[config.mk]
export PLATFORM = sky130hd
export DESIGN_NAME = resistive_touch_sampler_top_flat
export DESIGN_NICKNAME = d
export VERILOG_FILES = /design/src/sv/rts_pkg.sv /design/src/sv/rts_if.sv /design/src/sv/resistive_touch_sampler_top.sv /design/src/sv/rts_scaler.sv /design/src/flat_wrapper.sv
export SDC_FILE = /design/constraint.sdc
export NUM_CORES = 1
export LEC_CHECK = 0
export BUFFER_PORTS_ARGS = -buffer_cell sky130_fd_sc_hd__buf_2
export CORE_UTILIZATION = 30
export DETAILED_ROUTE_END_ITERATION = 12
export PLACE_DENSITY = 0.45
export SKIP_CTS_REPAIR_TIMING = 1
export SYNTH_ARGS = -nofsm -noshare
export SYNTH_HDL_FRONTEND = slang
export SYNTH_SLANG_ARGS = --single-unit
[constraint.sdc]
create_clock -name i_clk -period 5.6 [get_ports i_clk]
set_input_delay 0 -clock i_clk [delete_from_list [all_inputs] [get_ports i_clk]]
set_output_delay 0 -clock i_clk [all_outputs]
set_load 0.005 [all_outputs]
[src/sv/rts_pkg.sv]
// rts_pkg: widths, reset values, register indexes, codes and types for the
// resistive touch sampler; no dependencies
package rts_pkg;

    localparam int SAMPLE_W   = 10;
    localparam int PRES_W     = 11;
    localparam int ADC_W      = 12;
    localparam int MODE_W     = 2;
    localparam int CFG_IDX_W  = 4;
    localparam int CFG_DATA_W = 11;
    localparam int SC_CNT_W   = 4;

    localparam logic [ADC_W-1:0]    ADC_MAX = 12'd1023;
    localparam logic [SC_CNT_W-1:0] SC_LAST = SC_CNT_W'(SAMPLE_W - 1);

    // register indexes
    localparam logic [CFG_IDX_W-1:0] REG_X_RAW_MIN   = 4'd0;
    localparam logic [CFG_IDX_W-1:0] REG_X_RAW_MAX   = 4'd1;
    localparam logic [CFG_IDX_W-1:0] REG_Y_RAW_MIN   = 4'd2;
    localparam logic [CFG_IDX_W-1:0] REG_Y_RAW_MAX   = 4'd3;
    localparam logic [CFG_IDX_W-1:0] REG_SCREEN_W    = 4'd4;
    localparam logic [CFG_IDX_W-1:0] REG_SCREEN_H    = 4'd5;
    localparam logic [CFG_IDX_W-1:0] REG_PRES_THRESH = 4'd6;
    localparam logic [CFG_IDX_W-1:0] REG_SETTLE_TOL  = 4'd7;

    // register reset values
    localparam logic [SAMPLE_W-1:0] X_RAW_MIN_RST   = 10'd125;
    localparam logic [SAMPLE_W-1:0] X_RAW_MAX_RST   = 10'd907;
    localparam logic [SAMPLE_W-1:0] Y_RAW_MIN_RST   = 10'd130;
    localparam logic [SAMPLE_W-1:0] Y_RAW_MAX_RST   = 10'd935;
    localparam logic [SAMPLE_W-1:0] SCREEN_W_RST    = 10'd319;
    localparam logic [SAMPLE_W-1:0] SCREEN_H_RST    = 10'd239;
    localparam logic [PRES_W-1:0]   PRES_THRESH_RST = 11'd200;
    localparam logic [SAMPLE_W-1:0] SETTLE_TOL_RST  = 10'd4;

    localparam logic FUNC_START = 1'b0;
    localparam logic CH_YPLUS   = 1'b0;
    localparam logic CH_XMINUS  = 1'b1;

    typedef enum logic [2:0] {
        PH_IDLE, PH_P1, PH_P2, PH_X1, PH_X2, PH_Y1, PH_Y2
    } t_phase;

    typedef enum logic [MODE_W-1:0] {
        DRV_IDLE, DRV_PRESSURE, DRV_X, DRV_Y
    } t_drive;

    typedef enum logic [2:0] {
        CTL_RUN, CTL_X_START, CTL_X_WAIT, CTL_Y_START, CTL_Y_WAIT
    } t_ctl;

    typedef enum logic [1:0] {
        SC_IDLE, SC_MUL, SC_DIV, SC_DONE
    } t_sc_state;

    typedef struct packed {
        logic                start;
        logic [SAMPLE_W-1:0] v;
        logic [SAMPLE_W-1:0] lo;
        logic [SAMPLE_W-1:0] hi;
        logic [SAMPLE_W-1:0] size;
    } t_sc_req;

    typedef struct packed {
        logic                done;
        logic [SAMPLE_W-1:0] result;
    } t_sc_rsp;

endpackage

[src/sv/rts_if.sv]
// rts_if: valid/ready channels for input items, results and register writes
// depends on rts_pkg
interface rts_in_if
    import rts_pkg::*;
();
    logic                valid;
    logic                ready;
    logic                func;
    logic [SAMPLE_W-1:0] sample;

    modport source (output valid, func, sample, input ready);
    modport sink   (input valid, func, sample, output ready);
endinterface

interface rts_out_if
    import rts_pkg::*;
();
    logic                valid;
    logic                ready;
    logic [MODE_W-1:0]   drive_mode;
    logic                sample_channel;
    logic                done_res;
    logic                touched;
    logic [SAMPLE_W-1:0] x_pos;
    logic [SAMPLE_W-1:0] y_pos;
    logic [PRES_W-1:0]   pressure;

    modport source (output valid, drive_mode, sample_channel, done_res, touched,
                    x_pos, y_pos, pressure, input ready);
    modport sink   (input valid, drive_mode, sample_channel, done_res, touched,
                    x_pos, y_pos, pressure, output ready);
endinterface

interface rts_cfg_if
    import rts_pkg::*;
();
    logic                  valid;
    logic                  ready;
    logic [CFG_IDX_W-1:0]  index;
    logic [CFG_DATA_W-1:0] data;

    modport source (output valid, index, data, input ready);
    modport sink   (input valid, index, data, output ready);
endinterface

[src/sv/resistive_touch_sampler_top.sv]
// resistive_touch_sampler_top: one result per item; result registered in the cycle after
// acceptance, except the item that settles the Y pair, whose result
// appears once both passes of the bit-serial scaler (X, then Y) finish;
// items are otherwise taken every cycle the result slot frees.
// synchronous active-low reset: idle phase, registers to defaults; rts_pkg, rts_if
module resistive_touch_sampler_top
    import rts_pkg::*;
(
    input  logic      i_clk,
    input  logic      i_rst_n,
    rts_in_if.sink    i_in,
    rts_out_if.source o_out,
    rts_cfg_if.sink   i_cfg
);

    logic [SAMPLE_W-1:0] r_x_min, r_x_max, r_y_min, r_y_max;
    logic [SAMPLE_W-1:0] r_scr_w, r_scr_h, r_tol;
    logic [PRES_W-1:0]   r_thresh;

    t_phase              r_phase, n_phase;
    logic [SAMPLE_W-1:0] r_held, n_held;
    logic [PRES_W-1:0]   r_pvalue, n_pvalue;
    logic [SAMPLE_W-1:0] r_xavg, n_xavg;
    logic [SAMPLE_W-1:0] r_yraw, n_yraw;
    t_ctl                r_ctl, n_ctl;

    logic                r_out_valid;
    t_drive              r_out_mode;
    logic                r_out_chan, r_out_done, r_out_touch;
    logic [SAMPLE_W-1:0] r_out_x, r_out_y;
    logic [PRES_W-1:0]   r_out_pres;

    logic                in_fire, cfg_fire, fin, hit, use_y;
    t_drive              res_mode;
    logic                res_chan;
    logic [ADC_W+1:0]    p_raw;
    logic [PRES_W-1:0]   p_sat;
    logic [SAMPLE_W-1:0] diff;
    logic                pair_ok;
    logic [SAMPLE_W:0]   pair_sum;
    logic [SAMPLE_W-1:0] pair_avg;
    logic [ADC_W-1:0]    y_inv;
    logic [SAMPLE_W-1:0] y_clamp;

    t_sc_req             sc_req;
    t_sc_rsp             sc_rsp;

    assign in_fire  = i_in.valid && i_in.ready;
    assign cfg_fire = i_cfg.valid && i_cfg.ready;

    assign i_in.ready  = (r_ctl == CTL_RUN) && (!r_out_valid || o_out.ready);
    assign i_cfg.ready = 1'b1;

    // register writes
    always_ff @(posedge i_clk) begin
        if (!i_rst_n) begin
            r_x_min  <= X_RAW_MIN_RST;
            r_x_max  <= X_RAW_MAX_RST;
            r_y_min  <= Y_RAW_MIN_RST;
            r_y_max  <= Y_RAW_MAX_RST;
            r_scr_w  <= SCREEN_W_RST;
            r_scr_h  <= SCREEN_H_RST;
            r_thresh <= PRES_THRESH_RST;
            r_tol    <= SETTLE_TOL_RST;
        end else if (cfg_fire) begin
            case (i_cfg.index)
                REG_X_RAW_MIN:   r_x_min  <= i_cfg.data[SAMPLE_W-1:0];
                REG_X_RAW_MAX:   r_x_max  <= i_cfg.data[SAMPLE_W-1:0];
                REG_Y_RAW_MIN:   r_y_min  <= i_cfg.data[SAMPLE_W-1:0];
                REG_Y_RAW_MAX:   r_y_max  <= i_cfg.data[SAMPLE_W-1:0];
                REG_SCREEN_W:    r_scr_w  <= i_cfg.data[SAMPLE_W-1:0];
                REG_SCREEN_H:    r_scr_h  <= i_cfg.data[SAMPLE_W-1:0];
                REG_PRES_THRESH: r_thresh <= i_cfg.data[PRES_W-1:0];
                REG_SETTLE_TOL:  r_tol    <= i_cfg.data[SAMPLE_W-1:0];
                default: ;
            endcase
        end
    end

    // pressure, pair check, averages
    assign p_raw = {2'b00, ADC_MAX} + (ADC_W+2)'(i_in.sample) - (ADC_W+2)'(r_held);
    assign p_sat = p_raw[ADC_W+1]           ? '0 :
                   (|p_raw[ADC_W:PRES_W])   ? '1 : p_raw[PRES_W-1:0];

    assign diff     = (r_held >= i_in.sample) ? r_held - i_in.sample
                                              : i_in.sample - r_held;
    assign pair_ok  = diff <= r_tol;
    assign pair_sum = {1'b0, r_held} + {1'b0, i_in.sample};
    assign pair_avg = pair_sum[SAMPLE_W:1];
    assign y_inv    = (ADC_MAX >= ADC_W'(pair_avg)) ? ADC_MAX - ADC_W'(pair_avg) : '0;
    assign y_clamp  = (|y_inv[ADC_W-1:SAMPLE_W]) ? '1 : y_inv[SAMPLE_W-1:0];

    // measurement sequencer, next state
    always_comb begin
        n_phase  = r_phase;
        n_held   = r_held;
        n_pvalue = r_pvalue;
        n_xavg   = r_xavg;
        n_yraw   = r_yraw;
        fin      = 1'b0;
        hit      = 1'b0;
        if (in_fire) begin
            if (i_in.func == FUNC_START) begin
                n_phase  = PH_P1;
                n_pvalue = '0;
            end else begin
                case (r_phase)
                    PH_P1: begin
                        n_held  = i_in.sample;
                        n_phase = PH_P2;
                    end
                    PH_P2: begin
                        n_pvalue = p_sat;
                        if (p_sat >= r_thresh) begin
                            n_phase = PH_X1;
                        end else begin
                            n_phase = PH_IDLE;
                            fin     = 1'b1;
                        end
                    end
                    PH_X1: begin
                        n_held  = i_in.sample;
                        n_phase = PH_X2;
                    end
                    PH_X2: begin
                        if (pair_ok) begin
                            n_xavg  = pair_avg;
                            n_phase = PH_Y1;
                        end else begin
                            n_phase = PH_X1;
                        end
                    end
                    PH_Y1: begin
                        n_held  = i_in.sample;
                        n_phase = PH_Y2;
                    end
                    PH_Y2: begin
                        if (pair_ok) begin
                            n_yraw  = y_clamp;
                            n_phase = PH_IDLE;
                            fin     = 1'b1;
                            hit     = 1'b1;
                        end else begin
                            n_phase = PH_Y1;
                        end
                    end
                    default: n_phase = PH_IDLE;
                endcase
            end
        end
    end

    // measurement sequencer, outputs
    always_comb begin
        case (n_phase)
            PH_P1:        begin res_mode = DRV_PRESSURE; res_chan = CH_YPLUS;  end
            PH_P2:        begin res_mode = DRV_PRESSURE; res_chan = CH_XMINUS; end
            PH_X1, PH_X2: begin res_mode = DRV_X;        res_chan = CH_YPLUS;  end
            PH_Y1, PH_Y2: begin res_mode = DRV_Y;        res_chan = CH_XMINUS; end
            default:      begin res_mode = DRV_IDLE;     res_chan = CH_YPLUS;  end
        endcase
    end

    // scaling control, next state
    always_comb begin
        n_ctl = r_ctl;
        case (r_ctl)
            CTL_RUN:     if (in_fire && hit) n_ctl = CTL_X_START;
            CTL_X_START: n_ctl = CTL_X_WAIT;
            CTL_X_WAIT:  if (sc_rsp.done) n_ctl = CTL_Y_START;
            CTL_Y_START: n_ctl = CTL_Y_WAIT;
            CTL_Y_WAIT:  if (sc_rsp.done) n_ctl = CTL_RUN;
            default:     n_ctl = CTL_RUN;
        endcase
    end

    // scaling control, outputs
    always_comb begin
        use_y        = (r_ctl == CTL_Y_START) || (r_ctl == CTL_Y_WAIT);
        sc_req.start = (r_ctl == CTL_X_START) || (r_ctl == CTL_Y_START);
        sc_req.v     = use_y ? r_yraw  : r_xavg;
        sc_req.lo    = use_y ? r_y_min : r_x_min;
        sc_req.hi    = use_y ? r_y_max : r_x_max;
        sc_req.size  = use_y ? r_scr_h : r_scr_w;
    end

    rts_scaler u_scaler (
        .i_clk   (i_clk),
        .i_rst_n (i_rst_n),
        .i_req   (sc_req),
        .o_rsp   (sc_rsp)
    );

    always_ff @(posedge i_clk) begin
        if (!i_rst_n) begin
            r_phase     <= PH_IDLE;
            r_held      <= '0;
            r_pvalue    <= '0;
            r_xavg      <= '0;
            r_yraw      <= '0;
            r_ctl       <= CTL_RUN;
            r_out_valid <= 1'b0;
        end else begin
            r_phase  <= n_phase;
            r_held   <= n_held;
            r_pvalue <= n_pvalue;
            r_xavg   <= n_xavg;
            r_yraw   <= n_yraw;
            r_ctl    <= n_ctl;
            if (in_fire) begin
                r_out_valid <= !hit;
            end else if (r_ctl == CTL_Y_WAIT && sc_rsp.done) begin
                r_out_valid <= 1'b1;
            end else if (o_out.ready) begin
                r_out_valid <= 1'b0;
            end
        end
    end

    // result register
    always_ff @(posedge i_clk) begin
        if (in_fire) begin
            r_out_mode  <= res_mode;
            r_out_chan  <= res_chan;
            r_out_done  <= fin;
            r_out_touch <= hit;
            r_out_x     <= '0;
            r_out_y     <= '0;
            r_out_pres  <= n_pvalue;
        end else if (r_ctl == CTL_X_WAIT && sc_rsp.done) begin
            r_out_x <= sc_rsp.result;
        end else if (r_ctl == CTL_Y_WAIT && sc_rsp.done) begin
            r_out_y <= sc_rsp.result;
        end
    end

    assign o_out.valid          = r_out_valid;
    assign o_out.drive_mode     = r_out_mode;
    assign o_out.sample_channel = r_out_chan;
    assign o_out.done_res       = r_out_done;
    assign o_out.touched        = r_out_touch;
    assign o_out.x_pos          = r_out_x;
    assign o_out.y_pos          = r_out_y;
    assign o_out.pressure       = r_out_pres;

`ifndef SYNTHESIS
    a_scale_launch: assert property (@(posedge i_clk) disable iff (!i_rst_n)
        (in_fire && hit) |=> (r_ctl == CTL_X_START) && !r_out_valid)
        else $error("settled y pair did not start scaling");

    a_scale_result: assert property (@(posedge i_clk) disable iff (!i_rst_n)
        (r_ctl == CTL_Y_WAIT && sc_rsp.done) |=> r_out_valid && r_out_touch)
        else $error("scaled result not presented");

    a_touch_done: assert property (@(posedge i_clk) disable iff (!i_rst_n)
        r_out_valid |-> (!r_out_touch || r_out_done))
        else $error("touch reported without measurement end");

    a_done_idle: assert property (@(posedge i_clk) disable iff (!i_rst_n)
        (r_out_valid && r_out_done) |-> (r_out_mode == DRV_IDLE))
        else $error("finished measurement with drive pattern active");
`endif

endmodule

[src/sv/rts_scaler.sv]
// rts_scaler: bit-serial linear scaling (v - lo) * size / (hi - lo) with clamping
// shift-add multiply then restoring divide, one bit per cycle; depends on rts_pkg
module rts_scaler
    import rts_pkg::*;
(
    input  logic    i_clk,
    input  logic    i_rst_n,
    input  t_sc_req i_req,
    output t_sc_rsp o_rsp
);

    t_sc_state           r_state, n_state;
    logic [SC_CNT_W-1:0] r_cnt;
    logic [SAMPLE_W-1:0] r_hi, r_lo, r_size, r_div, r_res;

    logic [SAMPLE_W:0]   mul_sum;
    logic [SAMPLE_W:0]   div_trial;
    logic [SAMPLE_W:0]   div_rem;
    logic                div_ge;
    logic                trivial_zero, trivial_full;

    assign mul_sum   = {1'b0, r_hi} + (r_lo[0] ? {1'b0, r_size} : '0);
    assign div_trial = {r_hi, r_lo[SAMPLE_W-1]};
    assign div_ge    = div_trial >= {1'b0, r_div};
    assign div_rem   = div_ge ? div_trial - {1'b0, r_div} : div_trial;

    assign trivial_zero = (i_req.hi <= i_req.lo) || (i_req.v <= i_req.lo);
    assign trivial_full = i_req.v >= i_req.hi;

    always_comb begin
        n_state = r_state;
        case (r_state)
            SC_IDLE: begin
                if (i_req.start) begin
                    n_state = (trivial_zero || trivial_full) ? SC_DONE : SC_MUL;
                end
            end
            SC_MUL: begin
                if (r_cnt == SC_LAST) n_state = SC_DIV;
            end
            SC_DIV: begin
                if (r_cnt == SC_LAST) n_state = SC_DONE;
            end
            SC_DONE: n_state = SC_IDLE;
            default: n_state = SC_IDLE;
        endcase
    end

    always_comb begin
        o_rsp.done   = (r_state == SC_DONE);
        o_rsp.result = r_res;
    end

    always_ff @(posedge i_clk) begin
        if (!i_rst_n) begin
            r_state <= SC_IDLE;
            r_cnt   <= '0;
        end else begin
            r_state <= n_state;
            if (r_state == SC_MUL || r_state == SC_DIV) begin
                r_cnt <= (r_cnt == SC_LAST) ? '0 : r_cnt + 1'b1;
            end else begin
                r_cnt <= '0;
            end
        end
    end

    always_ff @(posedge i_clk) begin
        case (r_state)
            SC_IDLE: begin
                if (i_req.start) begin
                    r_size <= i_req.size;
                    r_hi   <= '0;
                    r_lo   <= i_req.v - i_req.lo;
                    r_div  <= i_req.hi - i_req.lo;
                    r_res  <= trivial_zero ? '0 : i_req.size;
                end
            end
            SC_MUL: begin
                r_hi <= mul_sum[SAMPLE_W:1];
                r_lo <= {mul_sum[0], r_lo[SAMPLE_W-1:1]};
            end
            SC_DIV: begin
                r_hi <= div_rem[SAMPLE_W-1:0];
                r_lo <= {r_lo[SAMPLE_W-2:0], div_ge};
                if (r_cnt == SC_LAST) r_res <= {r_lo[SAMPLE_W-2:0], div_ge};
            end
            default: ;
        endcase
    end

`ifndef SYNTHESIS
    a_done_pulse: assert property (@(posedge i_clk) disable iff (!i_rst_n)
        o_rsp.done |=> !o_rsp.done)
        else $error("scaler done held for more than one cycle");

    a_result_bound: assert property (@(posedge i_clk) disable iff (!i_rst_n)
        o_rsp.done |-> (r_res <= r_size))
        else $error("scaled value above screen size");

    a_rem_bound: assert property (@(posedge i_clk) disable iff (!i_rst_n)
        (r_state == SC_DIV) |-> (r_hi < r_div))
        else $error("partial remainder not below divisor");
`endif

endmodule

[src/flat_wrapper.sv]
// flat-port wrapper written by rule: the top's interface ports become plain ports
module resistive_touch_sampler_top_flat import rts_pkg::*;
  (i_clk, i_rst_n, i_in_valid, i_in_func, i_in_sample, i_in_ready, o_out_valid, o_out_drive_mode, o_out_sample_channel, o_out_done_res, o_out_touched, o_out_x_pos, o_out_y_pos, o_out_pressure, o_out_ready, i_cfg_valid, i_cfg_index, i_cfg_data, i_cfg_ready);
  rts_in_if i_in_i ();
  rts_out_if o_out_i ();
  rts_cfg_if i_cfg_i ();
  input  logic i_clk;
  input  logic i_rst_n;
  input wire logic [$bits(i_in_i.valid)-1:0] i_in_valid;
  input wire logic [$bits(i_in_i.func)-1:0] i_in_func;
  input wire logic [$bits(i_in_i.sample)-1:0] i_in_sample;
  output wire logic [$bits(i_in_i.ready)-1:0] i_in_ready;
  output wire logic [$bits(o_out_i.valid)-1:0] o_out_valid;
  output wire logic [$bits(o_out_i.drive_mode)-1:0] o_out_drive_mode;
  output wire logic [$bits(o_out_i.sample_channel)-1:0] o_out_sample_channel;
  output wire logic [$bits(o_out_i.done_res)-1:0] o_out_done_res;
  output wire logic [$bits(o_out_i.touched)-1:0] o_out_touched;
  output wire logic [$bits(o_out_i.x_pos)-1:0] o_out_x_pos;
  output wire logic [$bits(o_out_i.y_pos)-1:0] o_out_y_pos;
  output wire logic [$bits(o_out_i.pressure)-1:0] o_out_pressure;
  input wire logic [$bits(o_out_i.ready)-1:0] o_out_ready;
  input wire logic [$bits(i_cfg_i.valid)-1:0] i_cfg_valid;
  input wire logic [$bits(i_cfg_i.index)-1:0] i_cfg_index;
  input wire logic [$bits(i_cfg_i.data)-1:0] i_cfg_data;
  output wire logic [$bits(i_cfg_i.ready)-1:0] i_cfg_ready;
  assign i_in_i.valid = i_in_valid;
  assign i_in_i.func = i_in_func;
  assign i_in_i.sample = i_in_sample;
  assign i_in_ready = i_in_i.ready;
  assign o_out_valid = o_out_i.valid;
  assign o_out_drive_mode = o_out_i.drive_mode;
  assign o_out_sample_channel = o_out_i.sample_channel;
  assign o_out_done_res = o_out_i.done_res;
  assign o_out_touched = o_out_i.touched;
  assign o_out_x_pos = o_out_i.x_pos;
  assign o_out_y_pos = o_out_i.y_pos;
  assign o_out_pressure = o_out_i.pressure;
  assign o_out_i.ready = o_out_ready;
  assign i_cfg_i.valid = i_cfg_valid;
  assign i_cfg_i.index = i_cfg_index;
  assign i_cfg_i.data = i_cfg_data;
  assign i_cfg_ready = i_cfg_i.ready;
  resistive_touch_sampler_top u_core (.i_clk(i_clk), .i_rst_n(i_rst_n), .i_in(i_in_i), .o_out(o_out_i), .i_cfg(i_cfg_i));
endmodule
==> results.md <==
* Status: finished, violations left
* Failing checks: hold timing
* Worst path arrival time at 5.44 ns
* Number of enable flip-flop cells after synthesis at 66
* Die width at 212.9 um
* Final setup fails at 0
* Syn nets at 1,679
* Layout cells sized above 1 at 11.36%
* Int Pwr at 0.003057 W
* Minimum clock period at 5.128 ns
* Seq/Total Area, Yosys at 38.12%
* Final TNS setup at 0 ns
* Core area at 0.04346 mm2
* Root Buffer: clkbuf_16
* Die Y at 212.9 um
* Max Cap Viol at 0
* Combinational share of power at 18.4%
* Hold path cells at 5
* Worst reg-to-reg setup slack at 0.47 ns
* Clock skew at 0.02000 ns
* H-tree level count at 1
* NetSw at 0.001269 W
* Slew headroom at 14.61%
* Number of core rows at 76
* Total clock sinks at 221
* Worst Reg-to-Reg Cells at 24
* Synth Area in Adders at 12.27%
* #FFs+latches synth at 221
* CTS tree: done
* Routability cong. at 0.8275
* Starting Density at 30.70%
* Highest Clock Rate at 195.0 MHz
* Hold Path Class: in -> reg
* Worst hold slack at -0.07122 ns
* Via count at 10,535
* Final Max Slew Viols at 0
* Area Overhead vs Synth at 14.30%
* Latest clock arrival within the worst-skew pair at 0.56 ns
* Syn Inst Count at 1,522
* Reg-to-Reg End: u_core.o_out.sample_channel
* Sw Ratio at 29.33%
* Post-synth top area share at 23.26%
* WS Path Type: reg -> reg
* Area leader, netlist: dfxtp_1
* Clock Path Buffers at 3
* Drt first pass iters at 5
* Sequential Power Share at 42.6%
* Average cell area after synthesis at 8.765 um2
* Post-synth top cells: nand2_1, dfxtp_1, nor2_1
* Mapped Area at 0.01334 mm2
* Crit-path max FO at 11
* Clock network power share at 39.0%
* Worst IR Drop VDD at 0.2511 mV
* Fin nets at 1,738
* Synth area leaders: dfxtp_1, edfxtp_1, ha_1
* Hold Startpoint: i_in_sample[4]
* Pre-CTS setup slack at 0.5549 ns
* Leak Pwr at 6.302 nW
* First-pass GRT wire length at 58,930 um
* Pwr Density at 283.7 mW/mm2
* Top-count cell post-synth: nand2_1
* Hold Violations, Final at 3
* DR WL/cell at 17.13 um
* Final Cycle Share at 91.57%
* Synth async-reset ratio at 0%
* Setup WS post-layout at 0.4722 ns
* Crit end category: flop
* Hold path endpoint: u_core.r_held[4]
* Worst R2R Start: u_core.r_held[0]
* IO Pins at 70
* Buffers on Ports at 68
* GRT Overall Usage at 16.75%
* # diodes at 0
* Mux contribution to synthesized area at 7.719%
* Clk pin slew, worst setup/hold paths at 0.06 ns
* Initial drt markers at 697
* Vias in the first global route at 10,343
* Post-Synth XOR/XNOR Area at 3.808%
* Synth unique cells at 83
* RSZ-0062 raised after global routing: no
* Synth Warn # at 0
* Grt ovf at 0
* Largest family of logic cells by synthesized area: simple AND/OR/NAND/NOR gates
* Largest net degree at the start of global routing at 54
* Post-synthesis compound-gate area fraction at 14.54%
* Simple-Gate Fraction of Synth Area at 18.03%
* Final WL at 37,460 um
* DIE AREA at 0.04532 mm2
* CP Launch Type: flop
* Worst-Margin Slew at 1.281 ns
* Synth Flop Type: dfxtp_1
* Initial antenna violation count at 1
* DP HPWL at 28,330 um
* Residual DRC at 0
* WP data required at 5.92 ns
* Final ANT Viol Nets at 0
* Cts bufs inserted at 27
* Via/cell ratio at 4.817
-- layout make-up --
| type | count | area, um2 |
|---|---|---|
| fill | 4597 | 28210 |
| multi-input combinational | 1120 | 7533 |
| sequential | 221 | 5085 |
| clock buffer | 40 | 755.7 |
| tap | 585 | 732.0 |
| timing repair buffer | 102 | 640.6 |
| inverter | 109 | 410.4 |
| clock inverter | 10 | 91.34 |
-- layer usage --
metal | routed length [um] | track usage, % | part of all wire (%)
met1 | 17560 | 22.43 | 47
met2 | 17840 | 28.45 | 48
met3 | 1354 | 2.309 | 3.6
met4 | 691 | 3.597 | 1.8
met5 | 14 | 0 | 0.037
-- worst max-delay path, stage by stage, from the launching register on --
cell,delay (ns)
dfxtp_1,0.35
inv_1,0.07
ha_1,0.13
inv_1,0.06
fa_1,0.40
a21o_1,0.20
a221oi_2,0.35
a21oi_2,0.16
o41ai_4,0.26
buf_4,0.26
mux2i_1,0.35
nand3_1,0.14
nand3_2,0.10
xnor2_1,0.07
ha_1,0.30
nand4_1,0.15
nor3b_1,0.28
nor3_1,0.10
nor2_1,0.12
buf_4,0.17
o21ai_0,0.08
a21oi_1,0.31
inv_1,0.08
ha_1,0.22
a31o_2,0.21
-- logic make-up (layout without fill, tap and decap cells) --
kind of cell,count (synthesis),in the layout
simple gates,533,533
compound gates,302,302
other cells,1,1
buf+inv,181,261
flops,221,221
mux,100,100
fa+ha+maj,126,126
xor+xnor,58,58
-- power by group through the flow --
stage / combinational (W) / sequential [W] / clock, W
2_1_floorplan: 0.000581 / 0.00184 / 0
6_report: 0.000794 / 0.00184 / 0.00169
3_5_place_dp: 0.000788 / 0.00188 / 0
4_1_cts: 0.000795 / 0.00185 / 0.00174
3_3_place_gp: 0.000786 / 0.00188 / 0
5_1_grt: 0.000892 / 0.00186 / 0.00181
-- placed cells by master (no fill, tap or decap), types with 6 or more instances in the layout --
cell type | synthesis | routed
buf_4 | 3 | 16
xnor2_1 | 44 | 44
o31ai_1 | 7 | 7
buf_2 | 9 | 68
nor2_1 | 142 | 142
nand2b_1 | 8 | 8
nor2b_1 | 21 | 21
dfxtp_1 | 155 | 155
a21o_1 | 16 | 16
fa_1 | 8 | 8
nand4_1 | 9 | 9
o21a_1 | 9 | 9
a21oi_1 | 109 | 108
and2_1 | 18 | 18
o21ai_0 | 62 | 62
nor3_1 | 22 | 22
nand2_1 | 231 | 230
mux2_2 | 23 | 23
clkinv_2 | 1 | 7
nand3_1 | 40 | 40
or2_2 | 6 | 6
edfxtp_1 | 66 | 66
o21bai_1 | 8 | 8
o22ai_1 | 7 | 7
clkbuf_1 | 51 | 11
a31oi_1 | 13 | 13
nand3b_1 | 7 | 7
xor2_1 | 14 | 14
clkbuf_16 | 0 | 28
a211oi_1 | 11 | 11
mux2i_1 | 77 | 77
inv_1 | 108 | 107
o211ai_1 | 7 | 7
ha_1 | 118 | 118
dlygate4sd3_1 | 0 | 18
-- worst max-delay path by stage --
| stage | startpoint | to | slack (ns) | cells past startpoint |
|---|---|---|---|---|
| 6_report | u_core.r_held[0] | u_core.o_out.sample_channel | 0.47 | 24 |
| 2_1_floorplan | u_core.r_held[0] | u_core.o_out.sample_channel | 0.88 | 22 |
| 3_5_place_dp | u_core.r_held[0] | u_core.o_out.sample_channel | 0.55 | 24 |
| 3_3_place_gp | i_in_sample[1] | u_core.o_out.sample_channel | 0.64 | 24 |
| 4_1_cts | u_core.r_held[0] | u_core.o_out.sample_channel | 0.54 | 24 |
| 5_1_grt | u_core.r_held[0] | u_core.o_out.sample_channel | 0.14 | 24 |
-- metrics by stage --
| step | cells | power (W) | util [%] | area [um2] | hold slack [ns] |
|---|---|---|---|---|---|
| floorplan | 1522 | 0.002423 | - | 13340 | 0.1472 |
| global placement | 2119 | 0.002667 | 32.72 | 14220 | 0.2551 |
| detailed placement | 2119 | 0.002670 | 32.72 | 14220 | 0.2688 |
| CTS | 2169 | 0.004379 | 34.67 | 15060 | -0.3378 |
| global route | 2187 | 0.004555 | 35.09 | 15250 | 0.02399 |
| finish | 2187 | 0.004326 | 35.09 | 15250 | -0.07122 |
(Power assumes the default switching activity.)
